### config.mk
export PLATFORM = sky130hd
export DESIGN_NAME = serial_frame_command_decoder
export DESIGN_NICKNAME = d
export VERILOG_FILES = /design/src/hdl/sfcd_pkg.sv /design/src/hdl/sfcd_front.sv /design/src/hdl/sfcd_fifo.sv /design/src/hdl/sfcd_back.sv /design/src/hdl/serial_frame_command_decoder.sv
export SDC_FILE = /design/constraint.sdc
export NUM_CORES = 1
export LEC_CHECK = 0
export ABC_CLOCK_PERIOD_IN_PS = 21900
export BUFFER_PORTS_ARGS = -buffer_cell sky130_fd_sc_hd__clkbuf_2
export CAP_MARGIN = 0
export CORE_AREA = 2 2 213 215
export CTS_CLUSTER_DIAMETER = 40
export DETAILED_ROUTE_END_ITERATION = 6
export DIE_AREA = 0 0 215 217
export PLACE_DENSITY_LB_ADDON = 0.05
export SLEW_MARGIN = 20
export SYNTH_ARGS = -nofsm -noshare
export SYNTH_HDL_FRONTEND = slang
export SYNTH_SLANG_ARGS = --single-unit
export TNS_END_PERCENT = 100
### constraint.sdc
create_clock -name clk -period 21.9 [get_ports clk]
set_input_delay 1.095 -clock clk [delete_from_list [all_inputs] [get_ports clk]]
set_output_delay 1.095 -clock clk [all_outputs]
set_load 0.1 [all_outputs]
### src/hdl/sfcd_pkg.sv
// ----------------------------------------------------------------------------
// sfcd_pkg - shared definitions for the serial frame command decoder
// Frame header bytes, payload positions, command ranges, divider constants,
// the parser phase type and the frame record passed from front to back.
// ----------------------------------------------------------------------------
package sfcd_pkg;

	// Frame format
	localparam int unsigned BUF_DEPTH   = 16;
	localparam logic [7:0]  HDR_FIRST   = 8'h5A;
	localparam logic [7:0]  HDR_SECOND  = 8'hA5;
	localparam int unsigned CMD_POS     = 2;
	localparam int unsigned VAL_HI_POS  = 4;
	localparam int unsigned VAL_LO_POS  = 5;
	localparam logic [7:0]  STORE_RESET = 8'hFF;

	// Command map
	localparam logic [7:0] CMD_SLOT_FIRST   = 8'h01;
	localparam logic [7:0] CMD_SLOT_LAST    = 8'h19;
	localparam logic [7:0] CMD_MANUAL_FIRST = 8'h23;
	localparam logic [7:0] CMD_MANUAL_LAST  = 8'h28;
	localparam logic [3:0] SLOT_SIG_METER   = 4'd0;
	localparam logic [3:0] SLOT_MANUAL      = 4'd13;
	localparam logic [3:0] SLOT_UNKNOWN     = 4'd14;

	// max_signal = SIG_SCALE * value / 1000 - SIG_OFFSET
	// 1000 = 8 * 125: shift by 3, then multiply by a reciprocal of 125.
	localparam int unsigned SIG_SCALE     = 65535;
	localparam int unsigned SIG_OFFSET    = 2000;
	localparam int unsigned DIV_PRE_SHIFT = 3;
	localparam int unsigned DIV_ODD       = 125;
	localparam int unsigned SCALED_W      = 32;
	localparam int unsigned QIN_W         = SCALED_W - DIV_PRE_SHIFT;
	localparam int unsigned RECIP_SHIFT   = QIN_W + 7;
	localparam int unsigned RECIP_W       = 30;
	localparam logic [RECIP_W-1:0] RECIP_MULT =
		RECIP_W'(((64'd1 << RECIP_SHIFT) + 64'(DIV_ODD) - 64'd1) / 64'(DIV_ODD));
	localparam int unsigned PROD_W        = QIN_W + RECIP_W;
	localparam int unsigned QUO_W         = 23;
	localparam int unsigned SIG_W         = 24;

	// Queue between parser and decoder
	localparam int unsigned FIFO_DEPTH = 4;
	localparam int unsigned FIFO_AW    = $clog2(FIFO_DEPTH);

	typedef enum logic [1:0] {
		PH_HUNT,
		PH_HDR2,
		PH_LEN,
		PH_DATA
	} phase_t;

	typedef struct packed {
		logic [7:0]  cmd;
		logic [15:0] value;
	} frame_rec_t;

	typedef struct packed {
		logic       valid;
		frame_rec_t rec;
	} frame_push_t;

	// Command byte to parameter slot
	function automatic logic [3:0] map_slot(input logic [7:0] cmd);
		logic [7:0] idx;
		idx = (cmd - CMD_SLOT_FIRST) >> 1;
		if (cmd[0] && cmd >= CMD_SLOT_FIRST && cmd <= CMD_SLOT_LAST)
			return idx[3:0];
		else if (cmd >= CMD_MANUAL_FIRST && cmd <= CMD_MANUAL_LAST)
			return SLOT_MANUAL;
		else
			return SLOT_UNKNOWN;
	endfunction

endpackage

### src/hdl/sfcd_front.sv
// ----------------------------------------------------------------------------
// sfcd_front - frame parser
// Hunts for the two header bytes, takes the length, counts payload bytes and
// keeps the command and value bytes. Pushes one record per completed frame.
// ----------------------------------------------------------------------------
module sfcd_front (
	input  logic                 clk,
	input  logic                 arst_n,
	input  logic                 in_valid,
	output logic                 in_stall,
	input  logic [7:0]           rx_byte,
	input  logic                 fifo_full,
	output sfcd_pkg::frame_push_t push
);

	sfcd_pkg::phase_t phase_q, phase_d;
	logic [7:0] len_q;
	logic [7:0] cnt_q;
	logic [7:0] cnt_inc;
	logic [7:0] cmd_q, hi_q, lo_q;
	logic       accept;
	logic       done;
	logic       in_data;
	logic       wr_cmd, wr_hi, wr_lo;

	assign in_stall = fifo_full;
	assign accept   = in_valid && !in_stall;
	assign cnt_inc  = cnt_q + 8'd1;
	assign in_data  = accept && (phase_q == sfcd_pkg::PH_DATA);

	// Store writes for the only positions the decoder looks at
	assign wr_cmd = in_data && (cnt_q == 8'(sfcd_pkg::CMD_POS))
		&& (sfcd_pkg::CMD_POS < sfcd_pkg::BUF_DEPTH);
	assign wr_hi  = in_data && (cnt_q == 8'(sfcd_pkg::VAL_HI_POS))
		&& (sfcd_pkg::VAL_HI_POS < sfcd_pkg::BUF_DEPTH);
	assign wr_lo  = in_data && (cnt_q == 8'(sfcd_pkg::VAL_LO_POS))
		&& (sfcd_pkg::VAL_LO_POS < sfcd_pkg::BUF_DEPTH);

	// Next phase
	always_comb begin
		phase_d = phase_q;
		done    = 1'b0;
		unique case (phase_q)
			sfcd_pkg::PH_HUNT: begin
				if (rx_byte == sfcd_pkg::HDR_FIRST)
					phase_d = sfcd_pkg::PH_HDR2;
			end
			sfcd_pkg::PH_HDR2: begin
				phase_d = (rx_byte == sfcd_pkg::HDR_SECOND) ?
					sfcd_pkg::PH_LEN : sfcd_pkg::PH_HUNT;
			end
			sfcd_pkg::PH_LEN: begin
				phase_d = sfcd_pkg::PH_DATA;
			end
			sfcd_pkg::PH_DATA: begin
				if (cnt_inc >= len_q) begin
					phase_d = sfcd_pkg::PH_HUNT;
					done    = 1'b1;
				end
			end
			default: phase_d = sfcd_pkg::PH_HUNT;
		endcase
	end

	always_ff @(posedge clk or negedge arst_n) begin
		if (!arst_n)
			phase_q <= sfcd_pkg::PH_HUNT;
		else if (accept)
			phase_q <= phase_d;
	end

	// Length and payload counter
	always_ff @(posedge clk or negedge arst_n) begin
		if (!arst_n) begin
			len_q <= 8'd0;
			cnt_q <= 8'd0;
		end else if (accept && phase_q == sfcd_pkg::PH_LEN) begin
			len_q <= rx_byte;
			cnt_q <= 8'd0;
		end else if (in_data) begin
			cnt_q <= cnt_inc;
		end
	end

	// Kept payload bytes; earlier contents persist across short frames
	always_ff @(posedge clk or negedge arst_n) begin
		if (!arst_n) begin
			cmd_q <= sfcd_pkg::STORE_RESET;
			hi_q  <= sfcd_pkg::STORE_RESET;
			lo_q  <= sfcd_pkg::STORE_RESET;
		end else begin
			if (wr_cmd)
				cmd_q <= rx_byte;
			if (wr_hi)
				hi_q <= rx_byte;
			if (wr_lo)
				lo_q <= rx_byte;
		end
	end

	// Record for a completed frame, bypassing the byte written this cycle
	always_comb begin
		push.valid           = accept && done;
		push.rec.cmd         = wr_cmd ? rx_byte : cmd_q;
		push.rec.value[15:8] = wr_hi ? rx_byte : hi_q;
		push.rec.value[7:0]  = wr_lo ? rx_byte : lo_q;
	end

endmodule

### src/hdl/sfcd_fifo.sv
// ----------------------------------------------------------------------------
// sfcd_fifo - frame record queue
// Small register queue between parser and decoder so each side stalls on
// its own.
// ----------------------------------------------------------------------------
module sfcd_fifo (
	input  logic                  clk,
	input  logic                  arst_n,
	input  sfcd_pkg::frame_push_t push,
	input  logic                  pop,
	output sfcd_pkg::frame_rec_t  rd_rec,
	output logic                  full,
	output logic                  empty
);

	sfcd_pkg::frame_rec_t mem_q [sfcd_pkg::FIFO_DEPTH];
	logic [sfcd_pkg::FIFO_AW-1:0] wr_ptr_q, rd_ptr_q;
	logic [sfcd_pkg::FIFO_AW:0]   count_q;
	logic                         do_push, do_pop;

	assign full    = (count_q == (sfcd_pkg::FIFO_AW+1)'(sfcd_pkg::FIFO_DEPTH));
	assign empty   = (count_q == '0);
	assign do_push = push.valid && !full;
	assign do_pop  = pop && !empty;
	assign rd_rec  = mem_q[rd_ptr_q];

	always_ff @(posedge clk) begin
		if (do_push)
			mem_q[wr_ptr_q] <= push.rec;
	end

	// Pointers and fill level
	always_ff @(posedge clk or negedge arst_n) begin
		if (!arst_n) begin
			wr_ptr_q <= '0;
			rd_ptr_q <= '0;
			count_q  <= '0;
		end else begin
			if (do_push)
				wr_ptr_q <= wr_ptr_q + 1'b1;
			if (do_pop)
				rd_ptr_q <= rd_ptr_q + 1'b1;
			if (do_push && !do_pop)
				count_q <= count_q + 1'b1;
			else if (do_pop && !do_push)
				count_q <= count_q - 1'b1;
		end
	end

endmodule

### src/hdl/sfcd_back.sv
// ----------------------------------------------------------------------------
// sfcd_back - command decoder pipeline
// Maps the command to a slot and works out the scaled signal limit over two
// stages, then holds the result in an output register until taken.
// ----------------------------------------------------------------------------
module sfcd_back (
	input  logic                        clk,
	input  logic                        arst_n,
	input  sfcd_pkg::frame_rec_t        rd_rec,
	input  logic                        empty,
	output logic                        pop,
	output logic                        out_valid,
	input  logic                        out_stall,
	output logic [3:0]                  target_slot,
	output logic [7:0]                  command_code,
	output logic [15:0]                 param_value,
	output logic signed [sfcd_pkg::SIG_W-1:0] max_signal
);

	logic                              adv;
	logic [sfcd_pkg::SCALED_W-1:0]     scaled;
	logic [sfcd_pkg::PROD_W-1:0]       prod;
	logic [sfcd_pkg::QUO_W-1:0]        quo;
	logic signed [sfcd_pkg::SIG_W-1:0] sig;

	logic                          valid_s1;
	logic [7:0]                    cmd_s1;
	logic [15:0]                   val_s1;
	logic [3:0]                    slot_s1;
	logic [sfcd_pkg::QIN_W-1:0]    qin_s1;

	logic                          valid_s2;
	logic [7:0]                    cmd_s2;
	logic [15:0]                   val_s2;
	logic [3:0]                    slot_s2;
	logic [sfcd_pkg::PROD_W-1:0]   prod_s2;

	logic                          valid_q;
	logic [3:0]                    slot_q;
	logic [7:0]                    cmd_q;
	logic [15:0]                   val_q;
	logic signed [sfcd_pkg::SIG_W-1:0] sig_q;

	// Whole pipeline moves when the output slot is free or being taken
	assign adv = !valid_q || !out_stall;
	assign pop = adv && !empty;

	// Stage 1: scale by 65535 and drop the factor of 8
	assign scaled = sfcd_pkg::SCALED_W'(rd_rec.value) * sfcd_pkg::SCALED_W'(sfcd_pkg::SIG_SCALE);

	always_ff @(posedge clk or negedge arst_n) begin
		if (!arst_n)
			valid_s1 <= 1'b0;
		else if (adv)
			valid_s1 <= !empty;
	end

	always_ff @(posedge clk) begin
		if (pop) begin
			cmd_s1  <= rd_rec.cmd;
			val_s1  <= rd_rec.value;
			slot_s1 <= sfcd_pkg::map_slot(rd_rec.cmd);
			qin_s1  <= scaled[sfcd_pkg::SCALED_W-1:sfcd_pkg::DIV_PRE_SHIFT];
		end
	end

	// Stage 2: reciprocal multiply for the divide by 125
	assign prod = sfcd_pkg::PROD_W'(qin_s1) * sfcd_pkg::PROD_W'(sfcd_pkg::RECIP_MULT);

	always_ff @(posedge clk or negedge arst_n) begin
		if (!arst_n)
			valid_s2 <= 1'b0;
		else if (adv)
			valid_s2 <= valid_s1;
	end

	always_ff @(posedge clk) begin
		if (adv) begin
			cmd_s2  <= cmd_s1;
			val_s2  <= val_s1;
			slot_s2 <= slot_s1;
			prod_s2 <= prod;
		end
	end

	// Output: quotient minus offset, only for the signals-per-meter slot
	assign quo = prod_s2[sfcd_pkg::RECIP_SHIFT +: sfcd_pkg::QUO_W];
	assign sig = (slot_s2 == sfcd_pkg::SLOT_SIG_METER) ?
		sfcd_pkg::SIG_W'(quo) - sfcd_pkg::SIG_W'(sfcd_pkg::SIG_OFFSET) : '0;

	always_ff @(posedge clk or negedge arst_n) begin
		if (!arst_n)
			valid_q <= 1'b0;
		else if (adv)
			valid_q <= valid_s2;
	end

	always_ff @(posedge clk) begin
		if (adv) begin
			slot_q <= slot_s2;
			cmd_q  <= cmd_s2;
			val_q  <= val_s2;
			sig_q  <= sig;
		end
	end

	assign out_valid    = valid_q;
	assign target_slot  = slot_q;
	assign command_code = cmd_q;
	assign param_value  = val_q;
	assign max_signal   = sig_q;

endmodule

### src/hdl/serial_frame_command_decoder.sv
// ----------------------------------------------------------------------------
// serial_frame_command_decoder - length-prefixed serial frame parser
// Parses 0x5A 0xA5 <len> <payload> frames and decodes the command and value.
// ----------------------------------------------------------------------------
// Usage:
//   Input channel (in_valid / in_stall / rx_byte) takes one received byte per
//   transaction, one byte every cycle while in_stall is low. The parser
//   updates its phase in a single step per byte.
//   Output channel (out_valid / out_stall / result fields) gives one
//   transaction per completed frame; bytes that do not finish a frame give
//   nothing.
//   A completed frame passes through the record queue, the scale stage, the
//   multiply stage and the output register before it shows on out_valid.
//   Throughput is one byte per cycle in while in_stall is low and one result
//   per cycle out while out_stall is low.
//   A four-entry record queue sits between parser and decoder. When out_stall
//   holds, the decoder pipeline freezes, the queue fills, and in_stall rises
//   only once the queue holds four completed frames.
//   Reset (arst_n low) returns the parser to header hunting, clears the
//   queue and pipeline, and sets the kept command and value bytes to 0xFF.
// ----------------------------------------------------------------------------
module serial_frame_command_decoder (
	input  logic        clk,
	input  logic        arst_n,
	input  logic        in_valid,
	output logic        in_stall,
	input  logic [7:0]  rx_byte,
	output logic        out_valid,
	input  logic        out_stall,
	output logic [3:0]  target_slot,
	output logic [7:0]  command_code,
	output logic [15:0] param_value,
	output logic signed [23:0] max_signal
);

	sfcd_pkg::frame_push_t push;
	sfcd_pkg::frame_rec_t  rd_rec;
	logic                  fifo_full;
	logic                  fifo_empty;
	logic                  pop;

	sfcd_front u_front (
		.clk       (clk),
		.arst_n    (arst_n),
		.in_valid  (in_valid),
		.in_stall  (in_stall),
		.rx_byte   (rx_byte),
		.fifo_full (fifo_full),
		.push      (push)
	);

	sfcd_fifo u_fifo (
		.clk    (clk),
		.arst_n (arst_n),
		.push   (push),
		.pop    (pop),
		.rd_rec (rd_rec),
		.full   (fifo_full),
		.empty  (fifo_empty)
	);

	sfcd_back u_back (
		.clk          (clk),
		.arst_n       (arst_n),
		.rd_rec       (rd_rec),
		.empty        (fifo_empty),
		.pop          (pop),
		.out_valid    (out_valid),
		.out_stall    (out_stall),
		.target_slot  (target_slot),
		.command_code (command_code),
		.param_value  (param_value),
		.max_signal   (max_signal)
	);

endmodule

==> impl_metrics.tcl, run 1 <==
set metrics [dict create \
    cpMostUsedCell "fa_1" \
    ys_seq_elements 308 \
    rows 78 \
    cts_resized 0 \
    io_pins 66 \
    die_w_um 215 \
    ys_seq_area_frac 0.294 \
    cts_tree "done" \
    grt_pass1_vias 21200 \
    root_buffer "clkbuf_16" \
    io_buffer_count 65 \
    clk-insertion-delay-late_ps 590 \
    final_layout_size_suffix_gt1_frac 0.0832 \
    cts_setup_buffers 0 \
    crit_path_top_delay_cell "edfxtp_1" \
    critPathCaptureType "flip-flop" \
    first_pass_iters 5 \
    slew_violations 0 \
    cts_made_buffers 41 \
    start_util 0.686 \
    r2r-end "u_back.prod_s2[53]" \
    ys.flop_type "edfxtp_1" \
    grt.total_usage 0.317 \
    slew-limit-headroom 0.324 \
    htree_levels 2 \
    synth_fp_nets 3511 \
    grt_pass1_wl_mm 114 \
    holdCritPathClass "reg2reg" \
    grt_max_degree 80 \
    start_kind "flip-flop" \
    tightest_slew_ps 1010 \
    path_cells "ha_1 > fa_1 > fa_1 > inv_1 > fa_1 > inv_1 > fa_1 > inv_1 > fa_1 > inv_1 > fa_1 > inv_1 > fa_1 > inv_1 > ha_1 > nand4_2 > nor4_1 > nand4_1 > a221oi_2 > nor4b_2 > nor3_2 > nor4_1 > a311oi_1" \
    vias_per_cell 5.74 \
    synth_enable_flop_cells 256 \
    synthesis.area_um2 30700 \
    rsz0062_at_grt "false" \
    gr-total-overflow 0 \
    setup_viol 0 \
    hold_violations 0 \
    worstPathRequired_ps 22260 \
    cp-endpoint "u_back.prod_s2[53]" \
    cp.arrival_ps 8190 \
    die_h_um 217 \
    cp-startpoint "u_back.qin_s1[19]" \
    reg2reg_depth 23 \
    via_count 19300 \
    syn2layout_area_growth_pct 8.03 \
    first_iter_violations 1241 \
    wire_per_inst_um 20.7 \
    final_nets 3600 \
    drt_wl_total_mm 69.4 \
    rr_startpoint "u_back.qin_s1[19]" \
    cp_max_fo 10 \
    final.period_utilization 0.358 \
    insertedDiodeCount 0 \
    post-route-min-period_ps 7840 \
    hpwl_mm 55.5 \
    core_um2 44700 \
    clock_tree.buffer_depth 3 \
    ctsHoldBuffers 0 \
    die_area_um2 46700 \
    place_congestion 0.971 \
    slowest_delay_ps 810 \
    max_cap_viol_count 0 \
    setup-tns-final_ps 0 \
    cts_sinks 308 \
    critPathKind "reg2reg" \
    async_flop_share 0.169 \
    finClkSkew_ps 70.8 \
    synth_cells 2631 \
    r2r_slack_ps 14060 \
    synth_area_per_cell_um2 11.7 \
    ant_nets 0 \
    grt_antenna_before_repair 0 \
    worstHoldStart "u_back.val_s1[6]" \
    status "complete, no violations" \
    ys_warn_count 0 \
    fmax_mhz 128 \
    drc 0 \
    synth_cell_type_count 80 \
    clkSlewWorstSetupHoldPaths_ps 60 \
]
==> worst max-delay path, delay by kind of cell, from the launching register on <==
family	cells	cell delay, ps
AO/OA/AOI/OAI	2	790
adder cells (fa/ha/maj)	9	4160
buffers and inverters	6	310
flip-flops	1	810
AND/OR/NAND/NOR	6	1580
==> logic make-up (layout without fill, tap and decap cells) <==
kind of cell    after synthesis  in the layout  synth area share
xor+xnor                     67             67            0.0191
compound gates              299            299            0.0648
fa+ha+maj                   868            868             0.450
flops                       308            308             0.294
simple gates                308            308            0.0520
buf+inv                     721            843            0.0889
mux                          60             60            0.0308
==> synthesized netlist by cell type, types with 11 or more instances <==
| master | n | area share |
|---|---|---|
| nor2_1 | 57 | 0.0070 |
| fa_1 | 391 | 0.26 |
| dfstp_2 | 24 | 0.021 |
| nand3_1 | 30 | 0.0049 |
| o21ai_0 | 45 | 0.0073 |
| inv_1 | 693 | 0.085 |
| clkbuf_1 | 20 | 0.0024 |
| ha_1 | 477 | 0.19 |
| xnor2_1 | 42 | 0.012 |
| xor2_1 | 25 | 0.0071 |
| mux2_1 | 23 | 0.0084 |
| mux4_2 | 24 | 0.018 |
| a211oi_1 | 12 | 0.0029 |
| a21oi_1 | 97 | 0.016 |
| mux2_2 | 12 | 0.0044 |
| nor2b_1 | 11 | 0.0022 |
| o21a_1 | 12 | 0.0029 |
| a21o_1 | 40 | 0.0098 |
| nand2_1 | 84 | 0.010 |
| o21ai_1 | 13 | 0.0021 |
| nand2b_1 | 19 | 0.0039 |
| and2_1 | 12 | 0.0024 |
| nor4_1 | 11 | 0.0022 |
| edfxtp_1 | 256 | 0.25 |
| and3_1 | 19 | 0.0039 |
| o21bai_1 | 13 | 0.0032 |
| nand4_1 | 19 | 0.0039 |
| dfrtp_1 | 28 | 0.023 |
==> flip-flops by register name, indices dropped and copies added, names as in the netlist, 16 cells and up, named ones only <==
name / count
u_back.val_s2: 16
u_fifo.mem_q: 96
u_back.max_signal: 24
u_back.qin_s1: 29
u_back.val_s1: 16
u_back.param_value: 16
u_back.prod_s2: 23
==> how the worst min path moves through the flow <==
stage	endpoint	cells past startpoint
floorplan	u_back.cmd_s2[0]	0
global placement	u_back.command_code[6]	0
detailed placement	u_back.cmd_s2[6]	0
CTS	u_back.val_s2[6]	0
global route	u_back.val_s2[1]	0
finish	u_back.val_s2[6]	0
==> layer usage <==
| metal | wire, um | vias up | global-route usage | share of wire |
|---|---|---|---|---|
| met4 | 2520 | 0 | 0.110 | 0.036 |
| li1 | - | 8841 | - | - |
| met2 | 34500 | 536 | 0.553 | 0.50 |
| met3 | 3430 | 158 | 0.0451 | 0.049 |
| met1 | 28900 | 9720 | 0.410 | 0.42 |
| met5 | 0 | - | 0 | 0 |
==> cells in the final DEF (no fill, tap or decap), drive strengths merged, types with 7 or more instances in the layout <==
cell type  synthesis  routed
a211o              7       7
a211oi            14      14
a21o              40      40
a21oi             97      97
a31oi             10      10
and2              13      13
and3              19      19
buf                8       9
clkbuf            20     109
clkinv             0      11
dfrtp             28      28
dfstp             24      24
edfxtp           256     256
fa               391     391
ha               477     477
inv              693     706
mux2              35      35
mux4              24      24
nand2             84      84
nand2b            19      19
nand3             30      30
nand4             20      20
nor2              58      58
nor2b             11      11
nor3              13      13
nor4              11      11
o211ai             7       7
o21a              13      13
o21ai             58      58
o21bai            13      13
or3               10      10
xnor2             42      42
xor2              25      25
==> metrics by stage <==
stage / hold WS [ps] / utilization / area, um2 / instances / worst slack (ps)
floorplan: 400 / - / 30700 / 2631 / 14920
global placement: 401 / 0.709 / 31700 / 3277 / 14180
detailed placement: 405 / 0.709 / 31700 / 3277 / 14160
CTS: 393 / 0.741 / 33100 / 3353 / 14210
global route: 410 / 0.741 / 33100 / 3353 / 13860
finish: 405 / 0.741 / 33100 / 3353 / 14060
==> final cells by class <==
type	count	area [um2]
Multi-Input combinational cell	1602	18900
Fill cell	3103	11600
Sequential cell	308	9020
Inverter	693	2600
Clock buffer	44	1040
Tap cell	600	751
Clock inverter	32	394
Timing Repair Buffer	74	393
Power of run 1 is left out: the tool's default activity adds up to more than one toggle a clock period on the data nets, which glitch-free logic cannot reach.
==> run 2: changes to the inputs <==
- ABC_CLOCK_PERIOD_IN_PS: 21900 -> 7300
- CORE_AREA: 2 2 213 215 -> 2 2 221 223
- DIE_AREA: 0 0 215 217 -> 0 0 223 225
- clock period: 21.9 -> 7.3 ns (I/O delays scaled with it)
==> impl_metrics.tcl, run 2 (synthesized netlist as in run 1, its figures left out) <==
set metrics [dict create \
    die_h_um 225 \
    worstPathRequired_ps 7670 \
    cp_max_fo 7 \
    rows 80 \
    syn2layout_area_growth_pct 9.38 \
    slowest_delay_ps 520 \
    drt_wl_total_mm 71.2 \
    final_nets 3640 \
    rsz0062_at_grt "true" \
    clkSlewWorstSetupHoldPaths_ps 60 \
    htree_levels 2 \
    post-route-min-period_ps 7060 \
    grt.total_usage 0.298 \
    slew-limit-headroom 0.438 \
    crit_path_top_delay_cell "edfxtp_1" \
    insertedDiodeCount 0 \
    clock_tree.buffer_depth 3 \
    wire_per_inst_um 20.9 \
    tightest_slew_ps 842 \
    status "complete, no violations" \
    grt_max_degree 64 \
    grt_pass1_vias 21100 \
    cts_made_buffers 42 \
    gr-total-overflow 0 \
    first_iter_violations 1075 \
    hold_violations 0 \
    path_cells "buf_4 > ha_1 > fa_1 > fa_1 > inv_1 > fa_1 > inv_1 > fa_1 > fa_1 > fa_1 > inv_1 > fa_1 > inv_1 > ha_1 > nand4_2 > nor4_4 > nand4_1 > a221oi_4 > nor4b_2 > nor3_2 > nor4_1 > a311oi_1" \
    critPathKind "reg2reg" \
    finClkSkew_ps 40.2 \
    rr_startpoint "u_back.qin_s1[17]" \
    start_kind "flip-flop" \
    cpMostUsedCell "fa_1" \
    setup_viol 0 \
    via_count 19300 \
    slew_violations 0 \
    final_layout_size_suffix_gt1_frac 0.0963 \
    final_cell_mix "inv_1, ha_1, fa_1" \
    root_buffer "clkbuf_16" \
    holdCritPathClass "in2reg" \
    worstHoldStart "out_stall" \
    grt_pass1_wl_mm 114 \
    top_register "u_fifo.mem_q" \
    place_congestion 0.962 \
    final_common_cell "inv_1" \
    fmax_mhz 142 \
    cts_tree "done" \
    grt_antenna_before_repair 0 \
    io_pins 66 \
    clk-insertion-delay-late_ps 580 \
    io_buffer_count 65 \
    first_pass_iters 5 \
    core_um2 47500 \
    die_area_um2 50200 \
    largest_reg_flops 96 \
    start_util 0.645 \
    drc 0 \
    fillers 3404 \
    vias_per_cell 5.68 \
    critPathCaptureType "flip-flop" \
    fin_util 0.705 \
    final.period_utilization 0.967 \
    max_cap_viol_count 0 \
    cp.arrival_ps 7430 \
    die_w_um 223 \
    hpwl_mm 58.8 \
    ant_nets 0 \
    cp-startpoint "u_back.qin_s1[17]" \
    cts_sinks 308 \
]
run 2: cell count changes in the layout (fill, tap and decap cells not counted), sizes merged, moves of 2 or more:
cell	previous run	this run
clkbuf	109	113
inv	706	701
buf	9	47
clkinvlp	4	2
clkinv	11	15
run 2: worst paths after layout:
| check | end | slack [ps] | cells after the start |
|---|---|---|---|
| max in group asynchronous | u_fifo.rd_ptr_q[1] | 6370 | 3 |
| min in group asynchronous | u_back.out_valid | 460 | 3 |
| min | u_back.valid_s1 | 70 | 3 |
| min reg2reg | u_back.val_s2[0] | 410 | 0 |
| max | u_back.prod_s2[53] | 240 | 22 |
| max reg2reg | u_back.prod_s2[53] | 240 | 22 |
run 2: cell type report:
type	instances	area [um2]	share of cell area
clock buffer	48	1090	0.0326
clock inverter	30	412	0.0123
inverter	693	2600	0.0776
multi-input combinational	1602	18900	0.565
sequential	308	9020	0.269
tap	615	769	0.0230
timing repair buffer	113	688	0.0205
run 2: repair_timing:
| item | CTS | global route |
|---|---|---|
| endpoints found under the setup margin | 0 | 12 |
| hold buffers | 1 | 0 |
| setup buffers | 0 | 4 |
| hold endpoints to repair | 28 | 0 |
| gates resized for setup | 0 | 4 |
run 2: per-stage QoR:
step	setup slack [ps]	hold WS, ps	setup TNS, ps	instances	cell area, um2
6_report	240	67.3	0	3409	33500
5_1_grt	-11.4	84.4	-14.2	3409	33500
4_1_cts	35.2	40.0	0	3405	33500
3_5_place_dp	16.2	405	0	3326	32000
3_3_place_gp	-52.9	403	-52.9	3326	32000
2_1_floorplan	320	69.4	0	2631	30700
run 2: critical path: cells and delay by family (launching register included):
kind	cells	cell delay (ps)
compound gates	2	600
simple gates	6	1310
buf+inv	5	440
fa+ha+maj	9	4030
flops	1	520
run 2: layer usage:
layer | part of all wire | GRT usage | vias up
li1 | - | - | 8925
met1 | 0.43 | 0.392 | 9717
met2 | 0.48 | 0.499 | 553
met3 | 0.049 | 0.0449 | 154
met4 | 0.045 | 0.122 | 0
met5 | 0 | 0 | -
Power of run 2 is left out for the same reason.
